--- config.mk ---
export PLATFORM = sky130hd
export DESIGN_NAME = bas_ram
export DESIGN_NICKNAME = d
export VERILOG_FILES = /design/src/rtl/core/bas_ram.sv
export SDC_FILE = /design/constraint.sdc
export NUM_CORES = 1
export LEC_CHECK = 0
export BUFFER_PORTS_ARGS = -buffer_cell sky130_fd_sc_hd__buf_2
export CELL_PAD_IN_SITES_DETAIL_PLACEMENT = 0
export CELL_PAD_IN_SITES_GLOBAL_PLACEMENT = 1
export CORE_MARGIN = 5
export CORE_UTILIZATION = 45
export CTS_CLUSTER_DIAMETER = 120
export DETAILED_ROUTE_END_ITERATION = 6
export PLACE_DENSITY_LB_ADDON = 0.1
export SKIP_CTS_REPAIR_TIMING = 1
export SYNTH_ARGS = -nofsm -noshare
export SYNTH_HDL_FRONTEND = slang
export SYNTH_SLANG_ARGS = --single-unit
--- constraint.sdc ---
create_clock -name clk -period 2.4 [get_ports clk]
set_clock_uncertainty 0.2 [all_clocks]
set_input_delay 0.12 -clock clk [delete_from_list [all_inputs] [get_ports clk]]
set_output_delay 0.12 -clock clk [all_outputs]
set_load 0.005 [all_outputs]
--- src/rtl/core/bas_ram.sv ---
// Generic simple dual-port RAM with one write port and a registered read port.
// No dependencies.
module bas_ram #(
  parameter int WIDTH = 8,
  parameter int DEPTH = 16,
  parameter int ADDR_W = (DEPTH > 1) ? $clog2(DEPTH) : 1
) (
  input  logic              clk,
  input  logic              wr_en,
  input  logic [ADDR_W-1:0] wr_addr,
  input  logic [WIDTH-1:0]  wr_data,
  input  logic              rd_en,
  input  logic [ADDR_W-1:0] rd_addr,
  output logic [WIDTH-1:0]  rd_data
);

  logic [WIDTH-1:0] mem_r [DEPTH];
  logic [WIDTH-1:0] rd_data_r;

  // write port
  always_ff @(posedge clk) begin
    if (wr_en) begin
      mem_r[wr_addr] <= wr_data;
    end
  end

  // registered read port, holds when not enabled
  always_ff @(posedge clk) begin
    if (rd_en) begin
      rd_data_r <= mem_r[rd_addr];
    end
  end

  assign rd_data = rd_data_r;

endmodule

==> impl_results.md <==
- Final routed wire length divided by cell count: 22.6 µm
- Type of the worst min-delay path: in -> reg
- Slowest cell on the critical path: sky130_fd_sc_hd__mux4_2
- Area taken by flip-flops and latches: about 4100 µm²
- Overflow left after global routing: 0
- Synth-to-Final Area Change: 21.2%
- Pin count of the biggest net entering global routing: 33
- R2r worst-path depth: 3
- Result of the run: complete, no violations
- Post-synthesis cell count: between 200 and 250
- Count of TritonRoute iterations in the first routing pass: 4
- Detailed placement HPWL: 6.33 mm
- Number of DRC markers after the initial detailed-route iteration: between 200 and 250
- Mean instance size in the synthesized netlist: 22.8 µm²
- Sink count of the clock tree: around 140
- Power per standard cell area: 879 nW/µm²
- Via-to-Cell Ratio: roughly 5.4
- Number of global-route vias before repair: roughly 2500
- Clock period minus final worst setup slack: between 1.5 and 2 ns
- Critical-path cell list: mux4_2, a22oi_1, nand2_1
- Element type at the critical path end: flop
- CP startpoint: mem_r[3][6]$_DFFE_PP_
- Post-Syn Nets: 248
- Family with the most delay on the worst path: multiplexers
- Port Buffers: 26
- Reg-to-reg setup timing slack: between 0.6 and 0.7 ns
- H-tree depth reported by CTS: 4
- Setup repair after global routing missed its margin: false
- Weighted congestion at the end of routability-driven global placement: approximately 0.72
- Finished layout cell area: about 6300 µm²
- Endpoints failing hold: 0
- Synth area leader: sky130_fd_sc_hd__edfxtp_1
- Number of vias after detailed routing: about 2400
- Synth warnings: 0
- Sequential cell area fraction in the yosys report: 78.1%
- F_max: approximately 590 MHz
- CTS tree: built
- Instance area at placement: roughly 5600 µm²
- Netlist area before placement: about 5200 µm²
- Max FO, Critical Path: 1
- Skew-Pair Late Insertion Delay: roughly 0.4 ns
- Leakage power of the design: approximately 2.2 nW
- Final setup fails: 0
- Residual DRC: 0
- Slew HR: about 45%
- CP required: 2.33 ns
- Data arrival time at the worst-slack endpoint: 1.64 ns
- Nets: 312
- Core region area: roughly 11000 µm²
- Flip-flop and latch count after synthesis: 136
- Worst Tran Pin Value: just over 0.8 ns
- Overall die width: between 100 and 150 µm
- Clock root buffer: sky130_fd_sc_hd__clkbuf_16
- Crit path launch type: flop
- Worst reg2reg endpoint: rd_data[6]$_DFFE_PP_
- Top-level I/O count: 27
- Global-route wire length before repair: between 15 and 20 mm
- Initial Util: 45.8%
- Share of final-layout standard cells stronger than drive strength 1: a little under a third
- VDD IR max: 0.000460 V
- Class of the most critical setup path: reg -> reg
- Max Cap Viol: 0
- Placement Rows: 39
- Number of nets with antenna violations after routing: 0
- Count of filler cells inserted in the layout: 900
- Multi-input gate area: between 1000 and 1500 µm²
- Clock transition time at the flip-flop clock pins of the worst setup and hold paths: approximately 0.06 ns
- Final slew viol count: 0
- Buffer depth of the longest clock path: 2
- Full die area: between 10000 and 15000 µm²
- Global-route total usage across every layer: 15.6%
- Distinct cell type count of the synthesized netlist: 18
- Worst path bufs/invs: 0
- Total Routed Length: ~10 mm
- Slowest Stage Delay on Critical Path: around 0.48 ns
- Post-route clock period utilization: a little under three quarters
- CP Capture Point: rd_data[6]$_DFFE_PP_
- Fraction of post-synthesis cell area in the top cell type by area: 78.1%
- Vertical die dimension: 118 µm
- Number of antenna repair diodes: 0
- Number of buffers created by CTS: 17
- Number of stages on the worst setup path: 3
- Antenna violations before repair: 0
- Aggregate negative setup slack: 0 ns
- Worst reg2reg path startpoint: mem_r[3][6]$_DFFE_PP_
- Main area contributors after synthesis: sky130_fd_sc_hd__edfxtp_1 78%, sky130_fd_sc_hd__mux4_2 7.8%, sky130_fd_sc_hd__mux4_1 7.0%, sky130_fd_sc_hd__a22oi_1 2.3%, sky130_fd_sc_hd__nor2_1 0.93%
## cell type report
class	count	share of cell area (%)
clock inverters	15	2.90
multi-input cells	83	16.7
well taps	143	2.82
flip-flops and latches	136	64.4
repair buffers	55	6.44
clock buffers	17	6.71
## cell usage after synthesis
library cell and count:
sky130_fd_sc_hd__nand3_1 1, sky130_fd_sc_hd__buf_2 3, sky130_fd_sc_hd__and2b_1 1, sky130_fd_sc_hd__a22oi_1 16, sky130_fd_sc_hd__mux4_1 14, sky130_fd_sc_hd__nand2b_1 2
sky130_fd_sc_hd__nand2_1 9, sky130_fd_sc_hd__nor2_1 13, sky130_fd_sc_hd__or3b_2 1, sky130_fd_sc_hd__nor2b_1 1, sky130_fd_sc_hd__buf_6 3, sky130_fd_sc_hd__buf_4 1
sky130_fd_sc_hd__edfxtp_1 136, sky130_fd_sc_hd__clkdlybuf4s25_2 3, sky130_fd_sc_hd__nor3_1 4, sky130_fd_sc_hd__and2_1 1, sky130_fd_sc_hd__nand3b_1 2, sky130_fd_sc_hd__mux4_2 18
## flip-flops by register name, summed over array words and instances (netlist names)
name,flops
rd_data,8
mem_r,128
## kinds of logic (layout without fill, tap and decap cells)
family,after synthesis,in the layout,share of synthesized area (%)
AO/OA/AOI/OAI,16,16,2.30
buffers and inverters,10,87,1.65
flip-flops,136,136,78.1
multiplexers,32,32,14.8
AND/OR/NAND/NOR,35,35,3.14
## worst min path at each step
stage                    start               endpoint  slack (ns)  cells past startpoint
floorplan           wr_data[0]  mem_r[0][0]$_DFFE_PP_        0.02                      0
global placement         rd_en   rd_data[0]$_DFFE_PP_        0.30                      1
detailed placement       rd_en   rd_data[0]$_DFFE_PP_        0.30                      1
CTS                      rd_en   rd_data[0]$_DFFE_PP_       -0.13                      1
global route        wr_addr[0]  mem_r[4][5]$_DFFE_PP_        0.08                      3
finish              wr_addr[0]  mem_r[4][5]$_DFFE_PP_        0.07                      3
## power by group
group / switching (W) / internal [W]
logic: 0.000140 / 0.000117
registers: 0.0000126 / 0.00268
clock network: 0.000903 / 0.00172
## stage by stage
step	hold WS (ns)	total power [W]	cells	utilization [%]	worst slack, ns
6_report	0.0690	0.00557	449	55.5	0.693
5_1_grt	0.0837	0.00577	449	55.5	0.627
4_1_cts	-0.132	0.00562	440	54.7	0.668
3_5_place_dp	0.300	0.00299	408	49.4	0.391
3_3_place_gp	0.303	0.00299	408	49.4	0.394
2_1_floorplan	0.0189	0.00287	229	-	0.587
## worst reg2reg max path, delay by kind of cell (launching register included)
kind	cells	cell delay (ns)
AO/OA/AOI/OAI	1	0.24
flip-flops	1	0.37
multiplexers	1	0.48
AND/OR/NAND/NOR	1	0.14
## per-layer routing
layer  wire length [µm]  vias to the layer above  global-route usage, %
li1                   -                     1111                      -
met3                486                        5                   4.42
met2               4910                       63                   23.0
met1               4690                     1247                   22.6
met4                 63                        0                   5.38
met5                  0                        -                      0
## cell usage in the layout (no fill, tap or decap)
cell type,instances
sky130_fd_sc_hd__clkinvlp_4,2
sky130_fd_sc_hd__dlygate4sd3_1,9
sky130_fd_sc_hd__clkinv_2,4
sky130_fd_sc_hd__and2b_1,1
sky130_fd_sc_hd__clkinv_1,3
sky130_fd_sc_hd__buf_4,17
sky130_fd_sc_hd__buf_12,3
sky130_fd_sc_hd__clkinv_4,2
sky130_fd_sc_hd__nor3_1,4
sky130_fd_sc_hd__nor2b_1,1
sky130_fd_sc_hd__nor2_1,13
sky130_fd_sc_hd__buf_2,26
sky130_fd_sc_hd__mux4_2,18
sky130_fd_sc_hd__and2_1,1
sky130_fd_sc_hd__edfxtp_1,136
sky130_fd_sc_hd__nand2b_1,2
sky130_fd_sc_hd__nand3b_1,2
sky130_fd_sc_hd__bufinv_16,4
sky130_fd_sc_hd__mux4_1,14
sky130_fd_sc_hd__nand2_1,9
sky130_fd_sc_hd__nand3_1,1
sky130_fd_sc_hd__or3b_2,1
sky130_fd_sc_hd__a22oi_1,16
sky130_fd_sc_hd__clkbuf_16,17
(Power assumes the default switching activity.)
